$ cat config.mk
export PLATFORM = sky130hd
export DESIGN_NAME = bptc_fifo
export DESIGN_NICKNAME = d
export VERILOG_FILES = /design/src/hdl/bptc_pkg.sv /design/src/hdl/bptc_fifo.sv
export SDC_FILE = /design/constraint.sdc
export NUM_CORES = 1
export LEC_CHECK = 0
export BUFFER_PORTS_ARGS = -buffer_cell sky130_fd_sc_hd__buf_2
export CAP_MARGIN = 10
export CORE_UTILIZATION = 25
export CTS_CLUSTER_DIAMETER = 40
export DETAILED_ROUTE_END_ITERATION = 12
export PLACE_DENSITY_LB_ADDON = 0.25
export SLEW_MARGIN = 20
export SYNTH_ARGS = -nofsm -noshare
export SYNTH_HDL_FRONTEND = slang
export SYNTH_SLANG_ARGS = --single-unit
$ cat constraint.sdc
create_clock -name clk -period 3.7 [get_ports clk]
set_clock_uncertainty 0.1 [all_clocks]
set_input_delay 0.37 -clock clk [delete_from_list [all_inputs] [get_ports clk]]
set_output_delay 0.37 -clock clk [all_outputs]
set_load 0.02 [all_outputs]
$ cat src/hdl/bptc_pkg.sv
// ----------------------------------------------------------------------------
// Barometric compensation package
// Shared widths, constants, register indexes and types of the pressure and
// temperature compensation unit.
// ----------------------------------------------------------------------------
package bptc_pkg;

  // Port widths.
  localparam int RAW_W     = 24;
  localparam int COEF_W    = 16;
  localparam int OUT_T_W   = 15;
  localparam int OUT_P_W   = 17;
  localparam int CFG_IDX_W = 3;

  // Internal widths, sized to the value ranges of each term.
  localparam int DT_W    = RAW_W + 1;
  localparam int PT_W    = DT_W + COEF_W + 1;
  localparam int DD_W    = 2 * DT_W;
  localparam int A_W     = 18;
  localparam int B_W     = A_W + 1;
  localparam int TEMP_W  = 20;
  localparam int T2_W    = 17;
  localparam int SQ_W    = 35;
  localparam int OFF1_W  = 36;
  localparam int OFF2_W  = 40;
  localparam int OFF_W   = 41;
  localparam int SENS1_W = 35;
  localparam int SENS2_W = 39;
  localparam int SENS_W  = 40;
  localparam int SLO_W   = 20;
  localparam int SHI_W   = SENS_W - SLO_W;
  localparam int PPLO_W  = RAW_W + SLO_W;
  localparam int PPHI_W  = RAW_W + 1 + SHI_W;
  localparam int PROD_W  = 64;
  localparam int X_W     = 44;

  // Scaling shifts of the compensation formulas.
  localparam int TEMP_SHIFT    = 23;
  localparam int C5_SHIFT      = 8;
  localparam int OFF_C2_SHIFT  = 17;
  localparam int OFF_DT_SHIFT  = 6;
  localparam int SENS_C1_SHIFT = 16;
  localparam int SENS_DT_SHIFT = 7;
  localparam int T2_SHIFT      = 31;
  localparam int OFF2_SHIFT    = 4;
  localparam int PROD_SHIFT    = 21;
  localparam int PRESS_SHIFT   = 15;

  // Second order gains and temperature knees.
  localparam int OFF2_GAIN       = 61;
  localparam int OFF2_VLOW_GAIN  = 15;
  localparam int SENS2_GAIN      = 2;
  localparam int SENS2_VLOW_GAIN = 8;
  localparam int TEMP_REF        = 2000;
  localparam int TEMP_VLOW_KNEE  = -1500;
  localparam int A_VLOW          = TEMP_VLOW_KNEE - TEMP_REF;
  localparam int B_OFS           = TEMP_REF - TEMP_VLOW_KNEE;

  // Output saturation limits.
  localparam int TEMP_MIN  = -4000;
  localparam int TEMP_MAX  = 8500;
  localparam int PRESS_MIN = 1000;
  localparam int PRESS_MAX = 120000;

  // Queue and pipeline sizes.
  localparam int FIFO_DEPTH  = 4;
  localparam int FIFO_AW     = 2;
  localparam int FIFO_CW     = FIFO_AW + 1;
  localparam int BACK_STAGES = 7;

  // Configuration register indexes.
  localparam logic [CFG_IDX_W-1:0] REG_C1 = 3'd0;
  localparam logic [CFG_IDX_W-1:0] REG_C2 = 3'd1;
  localparam logic [CFG_IDX_W-1:0] REG_C3 = 3'd2;
  localparam logic [CFG_IDX_W-1:0] REG_C4 = 3'd3;
  localparam logic [CFG_IDX_W-1:0] REG_C5 = 3'd4;
  localparam logic [CFG_IDX_W-1:0] REG_C6 = 3'd5;

  // Calibration reset values.
  localparam logic [COEF_W-1:0] C1_RESET = 16'd46372;
  localparam logic [COEF_W-1:0] C2_RESET = 16'd43981;
  localparam logic [COEF_W-1:0] C3_RESET = 16'd29059;
  localparam logic [COEF_W-1:0] C4_RESET = 16'd27842;
  localparam logic [COEF_W-1:0] C5_RESET = 16'd31553;
  localparam logic [COEF_W-1:0] C6_RESET = 16'd28165;

  typedef struct packed {
    logic [COEF_W-1:0] c1;
    logic [COEF_W-1:0] c2;
    logic [COEF_W-1:0] c3;
    logic [COEF_W-1:0] c4;
    logic [COEF_W-1:0] c5;
    logic [COEF_W-1:0] c6;
  } coef_t;

  // One classified conversion pair as it travels through the queue.
  typedef struct packed {
    logic [RAW_W-1:0]       d1;
    logic signed [DT_W-1:0] dt;
  } item_t;

endpackage

$ cat src/hdl/bptc_fifo.sv
// ----------------------------------------------------------------------------
// Compensation queue
// Short first-in first-out queue that decouples the front end from the
// arithmetic pipeline.
// ----------------------------------------------------------------------------
module bptc_fifo (
  input  logic            clk,
  input  logic            rst_n,
  input  logic            push,
  input  bptc_pkg::item_t push_item,
  output logic            full,
  input  logic            pop,
  output bptc_pkg::item_t head,
  output logic            empty
);

  bptc_pkg::item_t                    mem_r [bptc_pkg::FIFO_DEPTH];
  logic [bptc_pkg::FIFO_AW-1:0]       wr_ptr_r;
  logic [bptc_pkg::FIFO_AW-1:0]       wr_ptr_nxt;
  logic [bptc_pkg::FIFO_AW-1:0]       rd_ptr_r;
  logic [bptc_pkg::FIFO_AW-1:0]       rd_ptr_nxt;
  logic [bptc_pkg::FIFO_CW-1:0]       count_r;
  logic [bptc_pkg::FIFO_CW-1:0]       count_nxt;

  assign full  = (count_r == bptc_pkg::FIFO_CW'(bptc_pkg::FIFO_DEPTH));
  assign empty = (count_r == '0);
  assign head  = mem_r[rd_ptr_r];

  always_comb begin
    wr_ptr_nxt = push ? wr_ptr_r + 1'b1 : wr_ptr_r;
    rd_ptr_nxt = pop ? rd_ptr_r + 1'b1 : rd_ptr_r;
    count_nxt  = count_r;
    if (push && !pop) begin
      count_nxt = count_r + 1'b1;
    end else if (pop && !push) begin
      count_nxt = count_r - 1'b1;
    end
  end

  always_ff @(posedge clk) begin
    if (!rst_n) begin
      wr_ptr_r <= '0;
      rd_ptr_r <= '0;
      count_r  <= '0;
    end else begin
      wr_ptr_r <= wr_ptr_nxt;
      rd_ptr_r <= rd_ptr_nxt;
      count_r  <= count_nxt;
    end
  end

  always_ff @(posedge clk) begin
    if (push) begin
      mem_r[wr_ptr_r] <= push_item;
    end
  end

endmodule

Yosys cells after proc, flatten, opt, wreduce, memory -nomap -nowiden
Memories as Yosys holds them, arrays and structs flattened. A register that Yosys moved wholly into a read port is not among the register bits. Cells that the tools add are included.

Bits in registers: 7. Memory bits (writable): 196. Bits of input ports: 53. Memories kept: 1.

Memory list: mem_r (words 4, width 49, rd ports 1, clocked after Yosys merged registers in 1, write ports 1, RTL line bptc_fifo.sv:17) `bptc_pkg::item_t mem_r [bptc_pkg::FIFO_DEPTH];`.

$add $sub $neg: 4. Equality and inequality tests: 1. Multiplexer cells: 6. Reduce and logical (&&, ||, !) cells: 6.

Operator list (number): two-way mux 3 bit (2); adder 2 x 1 -> 2 bit (second input constant) (2); two-way mux 2 bit (2); adder 3 x 1 -> 3 bit (second input constant) (1); equality test 3 bit (second input constant) (1); zero test 3 bit (1); subtractor 3 x 1 -> 3 bit (second input constant) (1); logical AND 1 bit (2); zero test 1 bit (2); two-way mux 1 bit (2); nonzero test 2 bit (1).

Depth between registers and ports, before layout
Gate-level depths: netlist of run 1.

Depth after elaboration: 4. Mapped depth: 7. Depth with buffers taken out: 7.

Least setup slack after synthesis of run 1
OpenSTA, ideal clock, no wires.

Path type: register to register. From: register wr_ptr_r[0] in the netlist's numbering. To: memory mem_r[2][0] in the netlist's numbering, enable pin. Library setup time: 0.411 ns. Arrival time: 1.710 ns. Data required time: 3.189 ns. Slack: 1.478 ns. Cell stages (with the launch flop): 4. Clock period less this slack: 2.222 ns. Path through: dfxtp_1 -> inv_1 -> ha_1 -> and2_1.

RTL lines: from (decl) (RTL line bptc_fifo.sv:18) `logic [bptc_pkg::FIFO_AW-1:0] wr_ptr_r;`; from (signal assigned) (RTL line bptc_fifo.sv:46) `wr_ptr_r <= wr_ptr_nxt;`; to (decl) (RTL line bptc_fifo.sv:17).

Straight into the memory's write port.

==> flow_summary.ini, run 1 <==
[sta]
setup_slack_ns = 0.927
report.final.slew_viol_count = 0
max_freq_ghz = 0.361
max-slew-margin-rel_pct = 50.3
fin_crit_sh_pct = 74.9
fin_hold_ws_ns = 0.0651
finalSetupViolCount = 0
worstMarginPinSlew_ns = 0.745
hold_violations = 0
grt_setup_unrepaired = false
post-route-min-period_ns = 2.77
fin_setup_tns_ns = 0

[placed_design]
io_buffers = 103
dpl.hpwl_um = 8940
pre_cts_ws_ns = 1.40
dpl.cell_count = 789
place_congestion = 0.634

[clocking]
cts_hold_buf = 49
insertion_delay_ns = 0.52
cts_buffers = 28
cts.sinks = 205
clockBufferDepth = 3
h-tree-depth = 1
cts_setup_buffers = 0
clockRootBuffer = clkbuf_16
cts_tree = built
clkSlewWorstSetupHoldPaths_ns = 0.05
cts-resized-gates = 0

[cells_and_area]
nets = 537
layout-drive-gt1-share_pct = 42.5
antennaDiodeCount = 0
multi_input_area_sq_mm = 0.00137
final_util_pct = 33.9
stdcell_count = 889
fillers = 2840
area_growth_pct = 33.3
ff_latch_area_sq_mm = 0.00607

[floorplanning]
start_util_pct = 25.4
placement_rows = 63
die_h_um = 176
core_sq_mm = 0.0296
pin_count = 104
fp.dieW_um = 176
die_area_sq_mm = 0.0308

[route]
drcViolationCount = 0
via_per_inst = 4.09
ant_nets = 0
vias = 3635
wl_per_cell_um = 17.5
drt_pass1_iterations = 4
initialDrtViolationCount = 202
wirelength_um = 15500

[power_and_ir_drop]
ir_worst_vdd_v = 0.000366
p_per_area_mw_per_mm2 = 607
leakage_nw = 3.43

[setup_path]
max_stage_delay_ns = 0.67
crit_slowest_cell = dfxtp_4
end_kind = output pin
path_cells = buf_12 > mux4_2 > buf_2
cp_max_fo = 27
worstSetupPathType = flip-flop to output pin
crit_required_ns = 3.23
critPathLaunchType = flip-flop
arrival_ns = 2.30

[yosys]
synth_area_sq_mm = 0.00754
avgSynthCellArea_sq_um = 25.2
ys_seq_area_share_pct = 80.5
yosys_warnings = 0
ys_seq_elements = 205
netlist_instances = 299
synth_nets = 358
synth.distinct_cells = 23

[global_routing]
grt_max_degree = 33
grt_pass1_wl_um = 23700
grt_pass1_vias = 4087
gr-total-overflow = 0
antenna_found_initial = 0
grt_usage_pct = 10.2

[worst_hold_path]
worstHoldPathType = input pin to flip-flop

[status]
status = complete, no violations

[job]
cap_viol_max_count = 0
registers in the layout, indices dropped and copies added (netlist names), named ones only:
name,flops
mem_r,196
count_r,3
rd_ptr_r,2
wr_ptr_r,2
cells in the mapped netlist, drive strengths merged:
| cell | number | area (sq um) |
|---|---|---|
| a21boi | 1 | 7.51 |
| and2 | 9 | 56.3 |
| buf | 11 | 95.1 |
| dfxtp | 9 | 180 |
| edfxtp | 196 | 5890 |
| fa | 1 | 20.0 |
| ha | 5 | 62.6 |
| inv | 4 | 15.0 |
| mux2i | 2 | 20.0 |
| mux4 | 49 | 1110 |
| nand2 | 1 | 3.75 |
| nor2b | 2 | 12.5 |
| nor3 | 1 | 5.00 |
| nor3b | 1 | 7.51 |
| o21ai | 1 | 5.00 |
| or3 | 1 | 6.26 |
| xnor2 | 2 | 17.5 |
| xor2 | 3 | 26.3 |
layout make-up:
cell class	count	area share, %
Inverter	4	0.149
Tap cell	390	4.86
Clock buffer	29	7.23
Timing Repair Buffer	160	11.1
Sequential cell	205	60.4
Multi-Input combinational cell	79	13.6
Clock inverter	22	2.60
cells by family (layout without fill, tap and decap cells):
family / Yosys count / count (layout) / share of synthesized area (%)
xor+xnor: 5 / 5 / 0.581
fa+ha+maj: 6 / 6 / 1.10
compound gates: 2 / 2 / 0.166
flops: 205 / 205 / 80.5
buf+inv: 15 / 215 / 1.46
simple gates: 15 / 15 / 1.21
mux: 51 / 51 / 15.0
report_power, final:
group	internal [mW]	switching (mW)
sequential	2.66	0.0550
combinational	0.269	0.325
clock	1.78	0.999
critical path: cells and delay by family (launching register included):
family,cells,cell delay [ns]
buffers and inverters,2,0.51
flip-flops,1,0.67
multiplexers,1,0.56
worst paths after layout:
| path | start | endpoint | slack (ns) | cells past startpoint |
|---|---|---|---|---|
| setup reg to reg | wr_ptr_r[0] | mem_r[3][7] | 1.64 | 3 |
| setup / recovery | flip-flop | head[0] | 0.93 | 3 |
| hold reg to reg | count_r[2] | count_r[2] | 0.41 | 2 |
| hold / removal | rst_n | rd_ptr_r[0] | 0.07 | 2 |
per-layer routing:
layer / global-route usage [%] / up-vias / wire (um)
li1: - / 1630 / -
met1: 12.7 / 1889 / 6750
met2: 17.3 / 92 / 7590
met3: 2.77 / 24 / 906
met4: 2.90 / 0 / 284
met5: 0 / - / 0
per-stage QoR:
stage               area, sq um  total power, mW
floorplan                  7540             3.12
global placement           8570             3.32
detailed placement         8570             3.34
CTS                       10000             6.19
global route              10000             6.33
finish                    10000             6.09
placed cells by master (no fill, tap or decap):
| master | n |
|---|---|
| o21ai_0 | 1 |
| nor2b_1 | 2 |
| nor3_1 | 1 |
| bufinv_16 | 5 |
| dfxtp_4 | 1 |
| and2_2 | 4 |
| mux4_1 | 2 |
| clkbuf_16 | 29 |
| fa_1 | 1 |
| buf_2 | 103 |
| nor3b_1 | 1 |
| edfxtp_1 | 196 |
| buf_12 | 4 |
| clkinv_4 | 3 |
| xor2_1 | 3 |
| and2_1 | 5 |
| inv_1 | 4 |
| mux2i_1 | 2 |
| xnor2_1 | 2 |
| mux4_2 | 47 |
| inv_6 | 3 |
| clkinv_1 | 3 |
| clkinv_2 | 5 |
| or3_1 | 1 |
| ha_1 | 5 |
| dlygate4sd3_1 | 49 |
| a21boi_0 | 1 |
| buf_4 | 4 |
| dfxtp_1 | 7 |
| nand2_1 | 1 |
| clkinvlp_4 | 3 |
| dfxtp_2 | 1 |
Power figures use the tool's default switching activity.
==> run 2: changes to the inputs <==
- clock period: 3.7 -> 2.9 ns (I/O delays scaled with it)
==> run 2 against run 1 <==
Sequential share of layout area fell by 0.25 points. Setup slack got worse by 0.60 ns. Clock-buffer cell count rose by 5. Register-to-register slack got worse by 0.35 ns. Clock power rose by 28%. Final area rose by 0.41%. Sequential cell count did not move. Routed wire length fell by 7.7%. Largest cell class unchanged.
==> flow_summary.ini, run 2 (synthesis gave the netlist of run 1 again) <==
[cells_and_area]
layout-drive-gt1-share_pct = 42.3
final_cell_mix = edfxtp_1, buf_2, dlygate4sd3_1
top_register = mem_r
final_common_cell = edfxtp_1
area_growth_pct = 33.8
largest_reg_flops = 196
antennaDiodeCount = 0
top_regs = mem_r x196, count_r x3
nets = 543

[global_routing]
grt_pass1_vias = 4043
gr-total-overflow = 0
antenna_found_initial = 0
grt_usage_pct = 9.46
grt_max_degree = 50
grt_pass1_wl_um = 22400

[sta]
post-route-min-period_ns = 2.57
grt_setup_unrepaired = false
max-slew-margin-rel_pct = 70.6
hold_violations = 0
fin_crit_sh_pct = 88.7
fin_hold_ws_ns = 0.0542
max_freq_ghz = 0.389
worstMarginPinSlew_ns = 0.441
report.final.slew_viol_count = 0
finalSetupViolCount = 0
fin_setup_tns_ns = 0

[clocking]
cts_tree = built
clockRootBuffer = clkbuf_16
clkSlewWorstSetupHoldPaths_ns = 0.05
clockBufferDepth = 3
insertion_delay_ns = 0.52
cts_buffers = 31
h-tree-depth = 1
cts.sinks = 205

[setup_path]
critPathLaunchType = flip-flop
crit_family = flip-flops
cp.depth = 3
rr_worst_depth = 4
cp_max_fo = 17
rr_startpoint = count_r[0]
endpoint = head[29]
r2r_setup_slack_ns = 1.29
crit_buf_inv = 2
crit_required_ns = 2.51
max_stage_delay_ns = 0.57
arrival_ns = 2.18
path_cells = buf_4 > mux4_2 > buf_2
reg2reg_to = count_r[2]
worstSetupPathType = flip-flop to output pin
end_kind = output pin
crit_slowest_cell = dfxtp_4

[power_and_ir_drop]
p_per_area_mw_per_mm2 = 772
leakage_nw = 3.46
ir_worst_vdd_v = 0.000383

[floorplanning]
die_area_sq_mm = 0.0308
start_util_pct = 25.4
placement_rows = 63
die_h_um = 176
core_sq_mm = 0.0296
pin_count = 104
fp.dieW_um = 176

[route]
drcViolationCount = 0
via_per_inst = 4.05
initialDrtViolationCount = 201
wl_per_cell_um = 16.0
drt_pass1_iterations = 4
vias = 3618
ant_nets = 0
wirelength_um = 14300

[worst_hold_path]
worstHoldPathType = input pin to flip-flop
hold_start = pop

[placed_design]
io_buffers = 103
dpl.hpwl_um = 8480
place_congestion = 0.667

[status]
status = complete, no violations

[job]
cap_viol_max_count = 0
run 2: cell count changes in the layout (fill, tap and decap cells not counted):
cell | previous run | this run
buf_4 | 4 | 6
bufinv_16 | 5 | 4
clkbuf_1 | 0 | 3
clkbuf_16 | 29 | 31
clkinv_4 | 3 | 1
clkinvlp_4 | 3 | 1
dlygate4sd3_1 | 49 | 50
inv_6 | 3 | 5
run 2: worst min-delay path by stage:
stage	endpoint	slack (ns)	depth (start not counted)
after floorplan	mem_r[0][0]	0.29	0
after global placement	count_r[2]	0.39	2
after detailed placement	mem_r[0][20]	0.41	1
after CTS	flip-flop	0.02	3
after global routing	wr_ptr_r[1]	0.06	3
final	flip-flop	0.05	3
run 2: layer usage:
metal	wire, um	up-vias	GRT usage (%)
met3	943	29	2.77
met4	282	0	3.08
met5	0	-	0
met2	6980	92	16.1
met1	6140	1854	11.5
li1	-	1643	-
run 2: metrics by stage:
stage               total power, mW  instances  util, %  area (sq um)  worst slack, ns
finish                         7.78        894     34.0         10100            0.326
global route                   8.09        894     34.0         10100            0.153
CTS                            7.92        894     34.0         10100            0.209
detailed placement             4.25        791     29.0          8580            0.780
global placement               4.23        791     29.0          8580            0.835
floorplan                      3.98        299        -          7540            0.678
run 2: layout make-up:
cell class / instances / area (sq um)
fillers: 2859 / 19600
flip-flops and latches: 205 / 6070
multi-input cells: 79 / 1370
repair buffers: 163 / 1140
clock buffers: 34 / 787
well taps: 390 / 488
clock inverters: 19 / 216
inverters: 4 / 15.0
run 2: timing repair:
action / 4_1_cts / 5_1_grt
buffers inserted: 0 / 0
hold buffers: 50 / 0
hold endpoints to repair: 205 / 0
gates resized for setup: 0 / 0
run 2: worst min-delay path, stage by stage:
cell	delay, ns
buf_2	0.12
xor2_1	0.08
and2_1	0.14
run 2: power breakdown:
group	internal (mW)	switching, mW	total (mW)	leakage (nW)
logic	0.346	0.421	0.766	1.09
clock network	2.30	1.26	3.56	0.493
registers	3.40	0.0513	3.45	1.88
total	6.05	1.73	7.78	3.46
==> run 3: changes to the inputs <==
- SETUP_SLACK_MARGIN: not set -> 0.05
- clock period: 2.9 -> 2.5 ns (I/O delays scaled with it)
==> run 3 against run 2 <==
Hold slack better by 0.32 ns. Critical path depth stayed put. Largest power group is now sequential cells. Non-clock buffer count is 3 higher. Clock-buffer cell count is 2 lower. Sequential cell count stayed put.
==> flow_summary.ini, run 3 (synthesis gave the netlist of run 1 again) <==
[route]
ant_nets = 0
initialDrtViolationCount = 225
drt_pass1_iterations = 6
vias = 3613
wl_per_cell_um = 16.1
drcViolationCount = 0
via_per_inst = 4.03
wirelength_um = 14400

[sta]
worstMarginPinSlew_ns = 0.347
grt_setup_unrepaired = false
post-route-min-period_ns = 2.27
max_freq_ghz = 0.441
fin_setup_tns_ns = 0
max-slew-margin-rel_pct = 76.9
fin_crit_sh_pct = 90.7
hold_violations = 0
report.final.slew_viol_count = 0
setup_slack_ns = 0.233
finalSetupViolCount = 0

[power_and_ir_drop]
p_per_area_mw_per_mm2 = 872
clockPowerShare_pct = 44.1
p_total_mw = 8.80
ir_worst_vdd_v = 0.000492
pwr-share-comb_pct = 10.5
p_sw_share_pct = 22.7
power.share.sequential_pct = 45.4
leakage_nw = 3.44
p_int_mw = 6.81
p_sw_mw = 1.99

[setup_path]
cp_max_fo = 21
path_cells = buf_12 > mux4_2 > buf_2
max_stage_delay_ns = 0.54
crit_slowest_cell = mux4_2
crit_family = multiplexers
arrival_ns = 1.92
crit_buf_inv = 2
crit_required_ns = 2.15
worstSetupPathType = flip-flop to output pin
critPathLaunchType = flip-flop
end_kind = output pin

[clocking]
cts_tree = built
cts_buffers = 28
cts.sinks = 205
clockRootBuffer = clkbuf_16
clkSlewWorstSetupHoldPaths_ns = 0.06
h-tree-depth = 1
clockBufferDepth = 3
insertion_delay_ns = 0.51

[cells_and_area]
nets = 543
stdcell_count = 896
area_growth_pct = 33.9
top_register = mem_r
layout-drive-gt1-share_pct = 41.7
fillers = 2881
ff_latch_area_sq_mm = 0.00607
multi_input_area_sq_mm = 0.00137
final_common_cell = edfxtp_1
final_cell_mix = edfxtp_1, buf_2, dlygate4sd3_1
top_regs = mem_r x196, count_r x3
antennaDiodeCount = 0
largest_reg_flops = 196

[floorplanning]
pin_count = 104
die_h_um = 176
start_util_pct = 25.4
placement_rows = 63
core_sq_mm = 0.0296
fp.dieW_um = 176
die_area_sq_mm = 0.0308

[global_routing]
grt_usage_pct = 9.64
gr-total-overflow = 0
grt_pass1_vias = 3980
grt_max_degree = 50
grt_pass1_wl_um = 22700
antenna_found_initial = 0

[worst_hold_path]
worstHoldPathType = input pin to flip-flop

[job]
cap_viol_max_count = 0

[status]
status = complete, no violations

[placed_design]
place_congestion = 0.630
dpl.cell_count = 788
dpl.hpwl_um = 8040
io_buffers = 103
pre_cts_ws_ns = 0.548
run 3: timing repair:
| item | CTS | global route |
|---|---|---|
| hold buffers | 53 | 0 |
| endpoints found under the setup margin | 25 | 0 |
| resized for setup | 0 | 0 |
| hold endpoints to repair | 205 | 0 |
| setup buffers | 3 | 0 |
run 3: worst paths after layout:
path	start	to	slack, ns	cells after the start
setup / recovery	flip-flop	head[22]	0.23	3
hold reg to reg	count_r[2]	count_r[2]	0.42	2
setup reg to reg	count_r[0]	count_r[2]	0.88	4
hold / removal	push_item[13]	mem_r[0][13]	0.38	2
run 3: layout make-up:
| cell class | count | share of cell area [%] |
|---|---|---|
| timing repair buffer | 166 | 12.0 |
| sequential | 205 | 60.2 |
| inverter | 4 | 0.149 |
| clock buffer | 32 | 7.30 |
| tap | 390 | 4.84 |
| clock inverter | 20 | 2.03 |
| multi-input combinational | 79 | 13.5 |
run 3: layer usage:
layer	up-vias	wire, um	part of all wire, %	track usage, %
met5	-	0	0	0
met4	0	441	3.1	3.30
met3	28	816	5.7	2.40
met2	98	7170	50	16.8
met1	1846	5960	41	11.5
li1	1641	-	-	-
run 3: through the flow:
stage          util, %  hold WS [ns]  cell area (sq um)
6_report          34.0         0.379              10100
5_1_grt           34.0         0.371              10100
4_1_cts           34.0         0.346              10100
3_5_place_dp      29.0         0.368               8600
3_3_place_gp      29.0         0.359               8600
2_1_floorplan        -         0.249               7540
run 3: power groups by stage:
stage	Clock [mW]	Combinational (mW)	Sequential (mW)
after floorplan	0	0.562	4.05
after CTS	3.99	0.955	4.00
after global placement	0	0.856	4.07
final	3.88	0.922	3.99
after global routing	4.12	1.01	4.01
after detailed placement	0	0.866	4.08
