<file path="config.mk">
export PLATFORM = sky130hd
export DESIGN_NAME = bptc_front
export DESIGN_NICKNAME = d
export VERILOG_FILES = /design/src/hdl/bptc_pkg.sv /design/src/hdl/bptc_front.sv
export SDC_FILE = /design/constraint.sdc
export NUM_CORES = 1
export LEC_CHECK = 0
export ABC_AREA = 0
export BUFFER_PORTS_ARGS = -buffer_cell sky130_fd_sc_hd__buf_2
export CORE_MARGIN = 5
export CORE_UTILIZATION = 45
export DETAILED_ROUTE_END_ITERATION = 16
export GPL_ROUTABILITY_DRIVEN = 0
export PLACE_DENSITY = 0.79
export REMOVE_ABC_BUFFERS = 1
export SETUP_SLACK_MARGIN = 0.4
export SLEW_MARGIN = 0
export SYNTH_ARGS = -nofsm -noshare
export SYNTH_HDL_FRONTEND = slang
export SYNTH_SLANG_ARGS = --single-unit
</file>
<file path="constraint.sdc">
create_clock -name clk -period 4 [get_ports clk]
set_input_delay 0.6 -clock clk [delete_from_list [all_inputs] [get_ports clk]]
set_output_delay 0.6 -clock clk [all_outputs]
set_load 0.02 [all_outputs]
</file>
<file path="src/hdl/bptc_pkg.sv">
// ----------------------------------------------------------------------------
// Barometric compensation package
// Shared widths, constants, register indexes and types of the pressure and
// temperature compensation unit.
// ----------------------------------------------------------------------------
package bptc_pkg;

  // Port widths.
  localparam int RAW_W     = 24;
  localparam int COEF_W    = 16;
  localparam int OUT_T_W   = 15;
  localparam int OUT_P_W   = 17;
  localparam int CFG_IDX_W = 3;

  // Internal widths, sized to the value ranges of each term.
  localparam int DT_W    = RAW_W + 1;
  localparam int PT_W    = DT_W + COEF_W + 1;
  localparam int DD_W    = 2 * DT_W;
  localparam int A_W     = 18;
  localparam int B_W     = A_W + 1;
  localparam int TEMP_W  = 20;
  localparam int T2_W    = 17;
  localparam int SQ_W    = 35;
  localparam int OFF1_W  = 36;
  localparam int OFF2_W  = 40;
  localparam int OFF_W   = 41;
  localparam int SENS1_W = 35;
  localparam int SENS2_W = 39;
  localparam int SENS_W  = 40;
  localparam int SLO_W   = 20;
  localparam int SHI_W   = SENS_W - SLO_W;
  localparam int PPLO_W  = RAW_W + SLO_W;
  localparam int PPHI_W  = RAW_W + 1 + SHI_W;
  localparam int PROD_W  = 64;
  localparam int X_W     = 44;

  // Scaling shifts of the compensation formulas.
  localparam int TEMP_SHIFT    = 23;
  localparam int C5_SHIFT      = 8;
  localparam int OFF_C2_SHIFT  = 17;
  localparam int OFF_DT_SHIFT  = 6;
  localparam int SENS_C1_SHIFT = 16;
  localparam int SENS_DT_SHIFT = 7;
  localparam int T2_SHIFT      = 31;
  localparam int OFF2_SHIFT    = 4;
  localparam int PROD_SHIFT    = 21;
  localparam int PRESS_SHIFT   = 15;

  // Second order gains and temperature knees.
  localparam int OFF2_GAIN       = 61;
  localparam int OFF2_VLOW_GAIN  = 15;
  localparam int SENS2_GAIN      = 2;
  localparam int SENS2_VLOW_GAIN = 8;
  localparam int TEMP_REF        = 2000;
  localparam int TEMP_VLOW_KNEE  = -1500;
  localparam int A_VLOW          = TEMP_VLOW_KNEE - TEMP_REF;
  localparam int B_OFS           = TEMP_REF - TEMP_VLOW_KNEE;

  // Output saturation limits.
  localparam int TEMP_MIN  = -4000;
  localparam int TEMP_MAX  = 8500;
  localparam int PRESS_MIN = 1000;
  localparam int PRESS_MAX = 120000;

  // Queue and pipeline sizes.
  localparam int FIFO_DEPTH  = 4;
  localparam int FIFO_AW     = 2;
  localparam int FIFO_CW     = FIFO_AW + 1;
  localparam int BACK_STAGES = 7;

  // Configuration register indexes.
  localparam logic [CFG_IDX_W-1:0] REG_C1 = 3'd0;
  localparam logic [CFG_IDX_W-1:0] REG_C2 = 3'd1;
  localparam logic [CFG_IDX_W-1:0] REG_C3 = 3'd2;
  localparam logic [CFG_IDX_W-1:0] REG_C4 = 3'd3;
  localparam logic [CFG_IDX_W-1:0] REG_C5 = 3'd4;
  localparam logic [CFG_IDX_W-1:0] REG_C6 = 3'd5;

  // Calibration reset values.
  localparam logic [COEF_W-1:0] C1_RESET = 16'd46372;
  localparam logic [COEF_W-1:0] C2_RESET = 16'd43981;
  localparam logic [COEF_W-1:0] C3_RESET = 16'd29059;
  localparam logic [COEF_W-1:0] C4_RESET = 16'd27842;
  localparam logic [COEF_W-1:0] C5_RESET = 16'd31553;
  localparam logic [COEF_W-1:0] C6_RESET = 16'd28165;

  typedef struct packed {
    logic [COEF_W-1:0] c1;
    logic [COEF_W-1:0] c2;
    logic [COEF_W-1:0] c3;
    logic [COEF_W-1:0] c4;
    logic [COEF_W-1:0] c5;
    logic [COEF_W-1:0] c6;
  } coef_t;

  // One classified conversion pair as it travels through the queue.
  typedef struct packed {
    logic [RAW_W-1:0]       d1;
    logic signed [DT_W-1:0] dt;
  } item_t;

endpackage

</file>
<file path="src/hdl/bptc_front.sv">
// ----------------------------------------------------------------------------
// Compensation front end
// Accepts a raw conversion pair, forms the temperature difference against
// the reference calibration word, and hands the word to the queue.
// ----------------------------------------------------------------------------
module bptc_front (
  input  logic                          clk,
  input  logic                          rst_n,
  input  logic                          in_valid,
  output logic                          in_stall,
  input  logic [bptc_pkg::RAW_W-1:0]    in_raw_temperature,
  input  logic [bptc_pkg::RAW_W-1:0]    in_raw_pressure,
  input  logic [bptc_pkg::COEF_W-1:0]   coef_c5,
  input  logic                          fifo_full,
  output logic                          fifo_push,
  output bptc_pkg::item_t               fifo_item
);

  logic            front_valid_r;
  logic            front_valid_nxt;
  bptc_pkg::item_t front_item_r;
  bptc_pkg::item_t front_item_nxt;
  logic            accept;

  assign fifo_push = front_valid_r && !fifo_full;
  assign in_stall  = front_valid_r && fifo_full;
  assign accept    = in_valid && !in_stall;
  assign fifo_item = front_item_r;

  always_comb begin
    front_valid_nxt   = accept || (front_valid_r && !fifo_push);
    front_item_nxt.d1 = in_raw_pressure;
    front_item_nxt.dt = $signed({1'b0, in_raw_temperature})
                      - $signed({1'b0, coef_c5, {bptc_pkg::C5_SHIFT{1'b0}}});
  end

  always_ff @(posedge clk) begin
    if (!rst_n) begin
      front_valid_r <= 1'b0;
    end else begin
      front_valid_r <= front_valid_nxt;
    end
  end

  always_ff @(posedge clk) begin
    if (accept) begin
      front_item_r <= front_item_nxt;
    end
  end

endmodule

</file>
Yosys cells after proc, flatten, opt, wreduce, memory -nomap -nowiden. Index checks and enable logic that the tools add are counted.

Reduce and logical (&&, ||, !) cells: 8. Add/sub/neg operators: 1.

Operators by type and width (count): $sub A24 B24 Y25 (1); $logic_and A1 B1 Y1 (4); $logic_not A1 Y1 (3); $logic_or A1 B1 Y1 (1).

Output and inout port bits: 51. Input bits: 68. Bits in registers: 50. Word-level logic and storage cells: 12.

Depth between registers and ports, before layout. Gate-level depths: netlist (run 1).

Depth in word-level cells: 5. Mapped depth: 9. Depth with buffers taken out: 9.

Least setup slack after synthesis (run 1). No wires, ideal clock.

Path type: input to register. Start: input port fifo_full. End: register front_item_r, in the netlist fifo_item[0], enable pin. Library setup time: 0.461 ns. Data required time: 3.539 ns. Buffers on the path: 0. Cell stages on the path: 2. Data arrival time: 3.045 ns. Slack: 0.494 ns. Cell sequence: and2_1 nor2b_1.

Longest elaborated chain between the ends: 3.

RTL lines: from (decl) (line bptc_front.sv:14) `input logic fifo_full,`; $logic_and A1 B1 Y1 (line bptc_front.sv:26) `assign in_stall = front_valid_r && fifo_full;`; $logic_not A1 Y1 (line bptc_front.sv:27) `assign accept = in_valid && !in_stall;`; $logic_and A1 B1 Y1 (line bptc_front.sv:27); via accept (line bptc_front.sv:23) `logic accept;`; to (signal assigned) (line bptc_front.sv:47) `front_item_r <= front_item_nxt;`; to (decl) (line bptc_front.sv:21) `bptc_pkg::item_t front_item_r;`.

The timed path passes the listed nets, and every way through them passes these cells. A chain may end at the register's enable or synchronous reset.

==> flow_summary.toml, run 1 <==
[critical_path]
path_delay_family = "compound AO/OA/AOI/OAI gates"
timing.critical_path.from_type = "primary input"
critical_path.slowest_cell = "sky130_fd_sc_hd__fa_1"
cell_by_cell_listing_of_the_critical_path = "buf_2 -> inv_1 -> ha_1 -> fa_1 -> nor2b_4 -> o2111ai_2 -> a21boi_2 -> a41oi_4 -> o21ai_2 -> xor2_1"
worstPathBufferInverterCount = 2
timing.setup.critical_path_class = "in2reg"
required_ns = 4.05
critical_path.max_stage_delay_ns = 0.44
worst_setup_path_end_kind = "flop"
crit_arrival_ns = 2.35
critPathMaxFanout = 4

[yosys]
yosys.cell_types.count = 36
synth_register_bits = 50
ys_warn_count = 0
synthesis.area_mm2 = 0.00233
synthDominantAreaCellType = "sky130_fd_sc_hd__edfxtp_1"
synth_top_area_share = 0.633
yosysSeqAreaShare = 0.641
ys_top_cells_by_area = "sky130_fd_sc_hd__edfxtp_1 63%, sky130_fd_sc_hd__ha_1 8.6%, sky130_fd_sc_hd__inv_1 3.2%"
synth.avg_cell_area_um2 = 14.0
postSynthCellCount = 166

[cts]
worst_skew_pair.late_latency_ns = 0.29
clock_tree_from_tritoncts = "built"
cts_resized = 0
cts-htree-levels = 2
cts_buffers = 5
post_cts_setup_inserts = 0
cts_sinks = 50
cts_buffer_depth = 2
clkSlewWorstSetupHoldPaths_ns = 0.08
cts.hold.buffers_added = 0
cts-root-buf = "sky130_fd_sc_hd__clkbuf_8"

[pwr]
p_total_mw = 1.25
power.density_mw_per_mm2 = 399
power.static_leakage_nw = 1.43
power.ir.vdd_worst_mv = 0.161

[placement]
dp_hpwl_mm = 3.83
placed_cells = 354
post-place-ws_ns = 1.38
buffer_ports.inserted = 118

[sta]
timing.final.hold_violations = 0
hold-worst-slack_ns = 0.477
maxSlewHeadroom = 0.619
unrepaired_setup_endpoints_after_global_routing = "no"
tightestPinTransition_ns = 0.571
final_critical_path_setup_slack_ns = 1.70
maxClockFrequency_ghz = 0.434
post-route-period-util = 0.576
worst_clock_skew_ns = 0.00532
fin_crit_ns = 2.30
accumulated_negative_setup_slack_ns = 0
count_of_final_max_slew_check_failures = 0
setup_viol = 0

[global_route]
gr-usage-all-layers = 0.136
first_pass_grt_wire_length_mm = 6.88
number_of_antenna_violations_at_the_first_check_in_global_routing = 0
grt_max_degree = 30
first_global_vias = 1499
grt_overflow_total = 0

[route]
vias_per_cell = 4.60
drt_iter0_markers = 37
route.detailed.drc = 0
final_antenna_net_count = 0
vias = 1664
detail_route.wl_per_cell_um = 12.8
drt-total-wl_mm = 4.64
drt_first_pass_iters = 4

[run]
max_cap_violations = 0

[layout]
nets = 376
post_route_cells_drive_above_1_share = 0.466
num_antenna_cells = 0
areaGrowthSynthToFinish_pct = 34.3
stdcell_count = 362

[floorplan]
chipHeight_um = 81.9
coreArea_mm2 = 0.00507
chipWidth_um = 81.9
die-area_mm2 = 0.00671
placementRows = 26
ioPinCount = 119
initial_utilization = 0.458

[outcome]
run_status = "completed"

[min_path]
hold_class = "in2reg"
[metrics by stage]
step	instance area, µm²	utilization
4_1_cts	3120	0.616
3_3_place_gp	3010	0.594
2_1_floorplan	2320	-
6_report	3120	0.616
3_5_place_dp	3010	0.594
5_1_grt	3120	0.616
[layer usage]
| metal | share of wire | GRT usage | wire length, µm |
|---|---|---|---|
| met1 | 0.40 | 0.166 | 1830 |
| met2 | 0.50 | 0.236 | 2340 |
| met3 | 0.091 | 0.0241 | 424 |
| met4 | 0.0088 | 0.0548 | 41 |
| met5 | 0 | 0 | 0 |
[logic make-up (layout without fill, tap and decap cells)]
logic type	after synthesis	after routing	share of synthesized area
AND/OR/NAND/NOR	31	31	0.0732
AO/OA/AOI/OAI	35	35	0.111
XOR/XNOR	12	12	0.0452
buffers and inverters	21	147	0.0344
adder cells (fa/ha/maj)	17	17	0.0947
flip-flops	50	50	0.641
[report_power, final]
group | switching (mW) | internal (mW)
clock | 0.152 | 0.186
sequential | 0.00834 | 0.631
combinational | 0.162 | 0.108
total | 0.322 | 0.925
[registers in the layout (all words and copies together) (netlist names)]
register       count
fifo_item         49
front_valid_r      1
[worst register-to-register path, cell delays in order (launching register included)]
cell	delay (ns)
sky130_fd_sc_hd__dfxtp_1	0.31
sky130_fd_sc_hd__and2_1	0.18
sky130_fd_sc_hd__nor2b_4	0.49
sky130_fd_sc_hd__buf_4	0.43
[path summary, 6_finish.rpt]
check / end / depth (start not counted) / slack, ns / startpoint
max: fifo_item[20] / 10 / 1.70 / in_raw_temperature[8]
min: fifo_item[39] / 1 / 0.48 / in_raw_pressure[14]
max reg2reg: fifo_item[37] / 3 / 2.26 / front_valid_r
min reg2reg: front_valid_r / 2 / 0.69 / front_valid_r
[cells in the final DEF, fill, tap and decap left out, types with 2 or more instances in the layout]
cell	instances
sky130_fd_sc_hd__clkbuf_8	5
sky130_fd_sc_hd__and2_1	2
sky130_fd_sc_hd__nand3_1	2
sky130_fd_sc_hd__nand4_1	3
sky130_fd_sc_hd__o21a_1	2
sky130_fd_sc_hd__o21ai_0	5
sky130_fd_sc_hd__nand2b_1	4
sky130_fd_sc_hd__nor2_1	5
sky130_fd_sc_hd__ha_1	16
sky130_fd_sc_hd__o211ai_1	2
sky130_fd_sc_hd__xnor2_1	7
sky130_fd_sc_hd__buf_2	118
sky130_fd_sc_hd__edfxtp_1	49
sky130_fd_sc_hd__nor2b_1	2
sky130_fd_sc_hd__xor2_1	5
sky130_fd_sc_hd__nor2b_4	2
sky130_fd_sc_hd__nand2_1	7
sky130_fd_sc_hd__inv_1	20
sky130_fd_sc_hd__a21oi_1	14
[layout make-up]
type | count | area (µm²)
Fill cell | 415 | 1950
Multi-Input combinational cell | 95 | 762
Tap cell | 70 | 87.6
Clock inverter | 2 | 37.5
Sequential cell | 50 | 1490
Clock buffer | 6 | 72.6
Timing Repair Buffer | 119 | 598
Inverter | 20 | 75.1
[synthesized netlist by cell type]
library cell,instances
sky130_fd_sc_hd__a21boi_0,1
sky130_fd_sc_hd__a21boi_2,1
sky130_fd_sc_hd__a21o_1,1
sky130_fd_sc_hd__a21oi_1,14
sky130_fd_sc_hd__a21oi_2,1
sky130_fd_sc_hd__a311oi_2,1
sky130_fd_sc_hd__a31oi_1,1
sky130_fd_sc_hd__a41oi_4,1
sky130_fd_sc_hd__and2_1,2
sky130_fd_sc_hd__and3_1,1
sky130_fd_sc_hd__buf_2,1
sky130_fd_sc_hd__dfxtp_1,1
sky130_fd_sc_hd__edfxtp_1,49
sky130_fd_sc_hd__fa_1,1
sky130_fd_sc_hd__ha_1,16
sky130_fd_sc_hd__inv_1,20
sky130_fd_sc_hd__nand2_1,7
sky130_fd_sc_hd__nand2b_1,4
sky130_fd_sc_hd__nand3_1,2
sky130_fd_sc_hd__nand4_1,3
sky130_fd_sc_hd__nor2_1,5
sky130_fd_sc_hd__nor2_2,1
sky130_fd_sc_hd__nor2b_1,3
sky130_fd_sc_hd__nor2b_4,1
sky130_fd_sc_hd__nor4_1,1
sky130_fd_sc_hd__o2111ai_2,1
sky130_fd_sc_hd__o211ai_1,2
sky130_fd_sc_hd__o21a_1,2
sky130_fd_sc_hd__o21ai_0,5
sky130_fd_sc_hd__o21ai_1,1
sky130_fd_sc_hd__o21ai_2,1
sky130_fd_sc_hd__o21bai_2,1
sky130_fd_sc_hd__o311a_1,1
sky130_fd_sc_hd__or4_1,1
sky130_fd_sc_hd__xnor2_1,7
sky130_fd_sc_hd__xor2_1,5
No activity file was read; power rests on OpenSTA's default activity.
==> run 2: changes to the inputs <==
clock period = 2.3 ns   (was 4 ns; I/O delays follow)
==> run 2 against run 1 <==
Compared with the run above: clock skew is 0.00062 ns higher; critical path depth stayed put; first-iteration DRC count is 81% higher; sequential share of layout area is 1.2 points lower; register-to-register slack worse by 1.2 ns; utilization is 1.6 points higher; global-route usage is 0.68 points higher; cell count is 2.2% higher; sequential power is 74% higher; largest cell class unchanged; highest routed layer unchanged.
==> flow_summary.toml, run 2 (same netlist as run 1, synthesis figures left out) <==
[layout]
stdcell_count = 370
largest_register_ff_count = 49
nets = 384
post_route_cells_drive_above_1_share = 0.497
finalCoreUtilization = 0.631
most_frequent_cells_in_the_layout = "116 x sky130_fd_sc_hd__buf_2, 49 x sky130_fd_sc_hd__edfxtp_1, 19 x sky130_fd_sc_hd__inv_1"
num_antenna_cells = 0
areaGrowthSynthToFinish_pct = 37.8
fillers = 431
layout_commonest_cell = "sky130_fd_sc_hd__buf_2"

[sta]
maxSlewHeadroom = 0.758
timing.final.hold_violations = 0
setup_viol = 0
post-route-period-util = 0.807
maxClockFrequency_ghz = 0.538
unrepaired_setup_endpoints_after_global_routing = "yes"
fin_crit_ns = 1.86
final_critical_path_setup_slack_ns = 0.443
tightestPinTransition_ns = 0.362
count_of_final_max_slew_check_failures = 0
worst_clock_skew_ns = 0.00594

[floorplan]
chipHeight_um = 81.9
initial_utilization = 0.458
coreArea_mm2 = 0.00507
die-area_mm2 = 0.00671
ioPinCount = 119
chipWidth_um = 81.9
placementRows = 26

[placement]
placed_cells = 357
buffer_ports.inserted = 118
post-place-ws_ns = -0.0482
dp_hpwl_mm = 4.04

[cts]
cts-htree-levels = 2
cts_buffers = 5
cts_buffer_depth = 2
cts_sinks = 50
worst_skew_pair.late_latency_ns = 0.30
cts-root-buf = "sky130_fd_sc_hd__clkbuf_8"
clock_tree_from_tritoncts = "built"
clkSlewWorstSetupHoldPaths_ns = 0.09
cts.hold.buffers_added = 0

[route]
routed_length_on_met1_mm = 1.78
drt-total-wl_mm = 4.99
vias_per_cell = 4.69
detailroute.wirelength.met2_mm = 2.62
route.detailed.drc = 0
drt_iter0_markers = 67
detail_route.wl_per_cell_um = 13.5
final_antenna_net_count = 0
topRoutingLayerUsed = "met4"
drt_first_pass_iters = 4
met3_layer_wire_length_in_the_routed_design_um = 522
vias = 1737

[pwr]
combPwrFrac = 0.237
power.static_leakage_nw = 1.46
power.ir.vdd_worst_mv = 0.255
internal-power_mw = 1.52
switching_share = 0.277
power.density_mw_per_mm2 = 655
p_total_mw = 2.10
total_switching_power_mw = 0.583
power_frac_clock = 0.233
share_seq_of_total_power = 0.530

[critical_path]
required_ns = 2.35
critical_path.slowest_cell = "sky130_fd_sc_hd__fa_2"
critPathMaxFanout = 4
critical_path.max_stage_delay_ns = 0.37
timing.critical_path.from_type = "primary input"
worst_setup_path_end_kind = "flop"
crit_arrival_ns = 1.90
worstPathBufferInverterCount = 2
path_delay_family = "compound AO/OA/AOI/OAI gates"
cell_by_cell_listing_of_the_critical_path = "buf_6 -> inv_2 -> ha_4 -> fa_2 -> nor2b_4 -> o2111ai_2 -> a21boi_2 -> a41oi_4 -> nor2_2 -> a311oi_2"
timing.setup.critical_path_class = "in2reg"

[global_route]
number_of_antenna_violations_at_the_first_check_in_global_routing = 0
grt_max_degree = 30
first_pass_grt_wire_length_mm = 7.18
first_global_vias = 1578
grt_overflow_total = 0
gr-usage-all-layers = 0.142

[run]
max_cap_violations = 0

[min_path]
hold_class = "in2reg"

[outcome]
run_status = "completed"
-- run 2: cell count changes in the layout (fill, tap and decap cells not counted), sizes merged --
cell,change
bufinv,-1
clkinv,+2
clkbuf,-1
buf,+8
-- run 2: final timing paths --
check / cells past startpoint / end / from / slack, ns
min reg2reg: 2 / front_valid_r / front_valid_r / 0.68
max reg2reg: 3 / fifo_item[42] / front_valid_r / 1.03
min: 1 / fifo_item[41] / in_raw_pressure[16] / 0.22
max: 10 / fifo_item[24] / in_raw_temperature[8] / 0.44
-- run 2: layout make-up --
cell class,count,area (µm²),share of cell area
multi-input cells,95,790,0.246
repair buffers,127,671,0.209
clock inverters,3,21.3,0.00664
flip-flops and latches,50,1490,0.465
clock buffers,5,68.8,0.0215
inverters,20,75.1,0.0234
well taps,70,87.6,0.0273
-- run 2: timing repair --
action,in CTS,in global routing
pin swaps,8,8
resized for setup,6,3
buffers inserted,3,2
setup endpoints to repair,4,5
-- run 2: per-stage QoR --
| stage | hold slack (ns) | cell area [µm²] | TNS, ns |
|---|---|---|---|
| final | 0.218 | 3200 | 0 |
| after global routing | 0.191 | 3200 | 0 |
| after CTS | 0.207 | 3180 | 0 |
| after detailed placement | 0.523 | 3040 | -0.127 |
| after global placement | 0.521 | 3040 | -0.0235 |
| after floorplan | 0.444 | 2320 | -46.60 |
-- run 2: metal layers --
layer	global-route usage	up-vias
met2	0.268	80
li1	-	868
met4	0.0598	0
met3	0.0307	5
met1	0.152	784
met5	0	-
-- run 2: power groups by stage --
stage	registers [mW]	logic (mW)	clock network [mW]
floorplan	1.23	0.208	0
global placement	1.13	0.470	0
detailed placement	1.13	0.481	0
CTS	1.11	0.494	0.508
global route	1.12	0.545	0.557
finish	1.11	0.498	0.490
==> run 3: changes to the inputs <==
clock period = 1.8 ns   (was 2.3 ns; I/O delays follow)
==> run 3 against run 2 <==
Compared with the run above: setup slack worse by 0.44 ns; clock skew is 0.0020 ns lower; sequential power rose by 28%; cell count grew 4.1%.
==> flow_summary.toml, run 3 (same netlist as run 1, synthesis figures left out) <==
[cts]
cts_sinks = 50
cts_buffer_depth = 2
worst_skew_pair.late_latency_ns = 0.29
clock_tree_from_tritoncts = "built"
cts_buffers = 5
cts.hold.buffers_added = 0
cts-htree-levels = 2
cts-root-buf = "sky130_fd_sc_hd__clkbuf_8"
clkSlewWorstSetupHoldPaths_ns = 0.08

[pwr]
power.static_leakage_nw = 1.55
p_total_mw = 2.88
power.density_mw_per_mm2 = 841
power.ir.vdd_worst_mv = 0.355

[route]
drt_first_pass_iters = 4
route.detailed.drc = 0
drt-total-wl_mm = 5.03
vias_per_cell = 4.69
drt_iter0_markers = 81
vias = 1806
detail_route.wl_per_cell_um = 13.1
final_antenna_net_count = 0

[critical_path]
timing.setup.critical_path_class = "in2reg"
crit_arrival_ns = 1.85
timing.critical_path.from_type = "primary input"
critPathMaxFanout = 4
required_ns = 1.85
worst_setup_path_end_kind = "flop"

[sta]
count_of_final_max_slew_check_failures = 0
fin_crit_ns = 1.80
setup_viol = 0
maxSlewHeadroom = 0.753
tightestPinTransition_ns = 0.366
final_critical_path_setup_slack_ns = 0.000237
timing.final.hold_violations = 0
unrepaired_setup_endpoints_after_global_routing = "yes"
post-route-period-util = 1.00
worst_clock_skew_ns = 0.00395
maxClockFrequency_ghz = 0.556

[global_route]
gr-usage-all-layers = 0.147
first_global_vias = 1747
number_of_antenna_violations_at_the_first_check_in_global_routing = 0
grt_overflow_total = 0
grt_max_degree = 30
first_pass_grt_wire_length_mm = 7.53

[floorplan]
placementRows = 26
initial_utilization = 0.458
chipWidth_um = 81.9
die-area_mm2 = 0.00671
coreArea_mm2 = 0.00507
chipHeight_um = 81.9
ioPinCount = 119

[layout]
areaGrowthSynthToFinish_pct = 47.2
multi_input_area_um2 = 868
most_frequent_cells_in_the_layout = "115 x sky130_fd_sc_hd__buf_2, 49 x sky130_fd_sc_hd__edfxtp_1, 24 x sky130_fd_sc_hd__buf_4"
post_route_cells_drive_above_1_share = 0.562
layout_commonest_cell = "sky130_fd_sc_hd__buf_2"
largest_register_ff_count = 49
fillers = 387
num_antenna_cells = 0
nets = 399
seq_area_mm2 = 0.00149

[placement]
post-place-ws_ns = -0.488
buffer_ports.inserted = 118
dp_hpwl_mm = 4.02

[min_path]
hold_class = "in2reg"

[outcome]
run_status = "completed"

[run]
max_cap_violations = 0
run 3: cell count changes in the layout (fill, tap and decap cells not counted), sizes merged:
cell | before | now
clkinv | 2 | 0
clkbuf | 5 | 6
buf | 127 | 142
bufinv | 0 | 1
run 3: layout make-up:
class / count / share of cell area
Clock buffer: 6 / 0.0212
Clock inverter: 2 / 0.0110
Inverter: 20 / 0.0227
Multi-Input combinational cell: 95 / 0.254
Sequential cell: 50 / 0.436
Tap cell: 70 / 0.0256
Timing Repair Buffer: 142 / 0.231
run 3: path summary, 6_finish.rpt:
kind | from | endpoint | slack [ns] | cells after the start
setup / recovery | in_raw_temperature[8] | fifo_item[20] | 0.0002 | 10
hold / removal | in_raw_pressure[19] | fifo_item[44] | 0.15 | 1
setup reg to reg | front_valid_r | fifo_item[31] | 0.52 | 3
hold reg to reg | front_valid_r | front_valid_r | 0.71 | 2
run 3: power breakdown:
group	internal [mW]	leakage, nW	switching [mW]
clock network	0.414	0.0514	0.336
logic	0.318	1.01	0.394
registers	1.40	0.482	0.0178
total	2.13	1.55	0.748
run 3: worst max-delay path, stage by stage:
cell and delay, ns:
sky130_fd_sc_hd__buf_6 0.07, sky130_fd_sc_hd__inv_2 0.03, sky130_fd_sc_hd__ha_4 0.15, sky130_fd_sc_hd__fa_2 0.37, sky130_fd_sc_hd__nor2b_4 0.14, sky130_fd_sc_hd__o2111ai_2 0.14
sky130_fd_sc_hd__a21boi_2 0.24, sky130_fd_sc_hd__a41oi_4 0.18, sky130_fd_sc_hd__o21ai_2 0.18, sky130_fd_sc_hd__xor2_1 0.07
run 3: timing repair:
| action | 4_1_cts | 5_1_grt |
|---|---|---|
| setup endpoints to repair | 12 | 12 |
| pin swaps | 19 | 14 |
| buffers inserted | 1 | 4 |
| gates resized for setup | 19 | 8 |
| gates cloned | 0 | 0 |
run 3: stage by stage:
| stage | hold slack [ns] | instance area [µm²] | TNS [ns] | cells | util |
|---|---|---|---|---|---|
| after global routing | 0.122 | 3420 | -0.108 | 385 | 0.675 |
| after global placement | 0.446 | 3150 | -2.68 | 372 | 0.621 |
| final | 0.148 | 3420 | 0 | 385 | 0.675 |
| after detailed placement | 0.448 | 3150 | -2.98 | 372 | 0.621 |
| after floorplan | 0.369 | 2320 | -68.55 | 165 | - |
| after CTS | 0.137 | 3350 | -0.0241 | 381 | 0.660 |
run 3: per-layer routing:
layer | part of all wire | vias to the layer above | global-route usage
met4 | 0.029 | 0 | 0.0864
met2 | 0.51 | 91 | 0.262
met3 | 0.086 | 15 | 0.0285
li1 | - | 901 | -
met5 | 0 | - | 0
met1 | 0.38 | 799 | 0.161
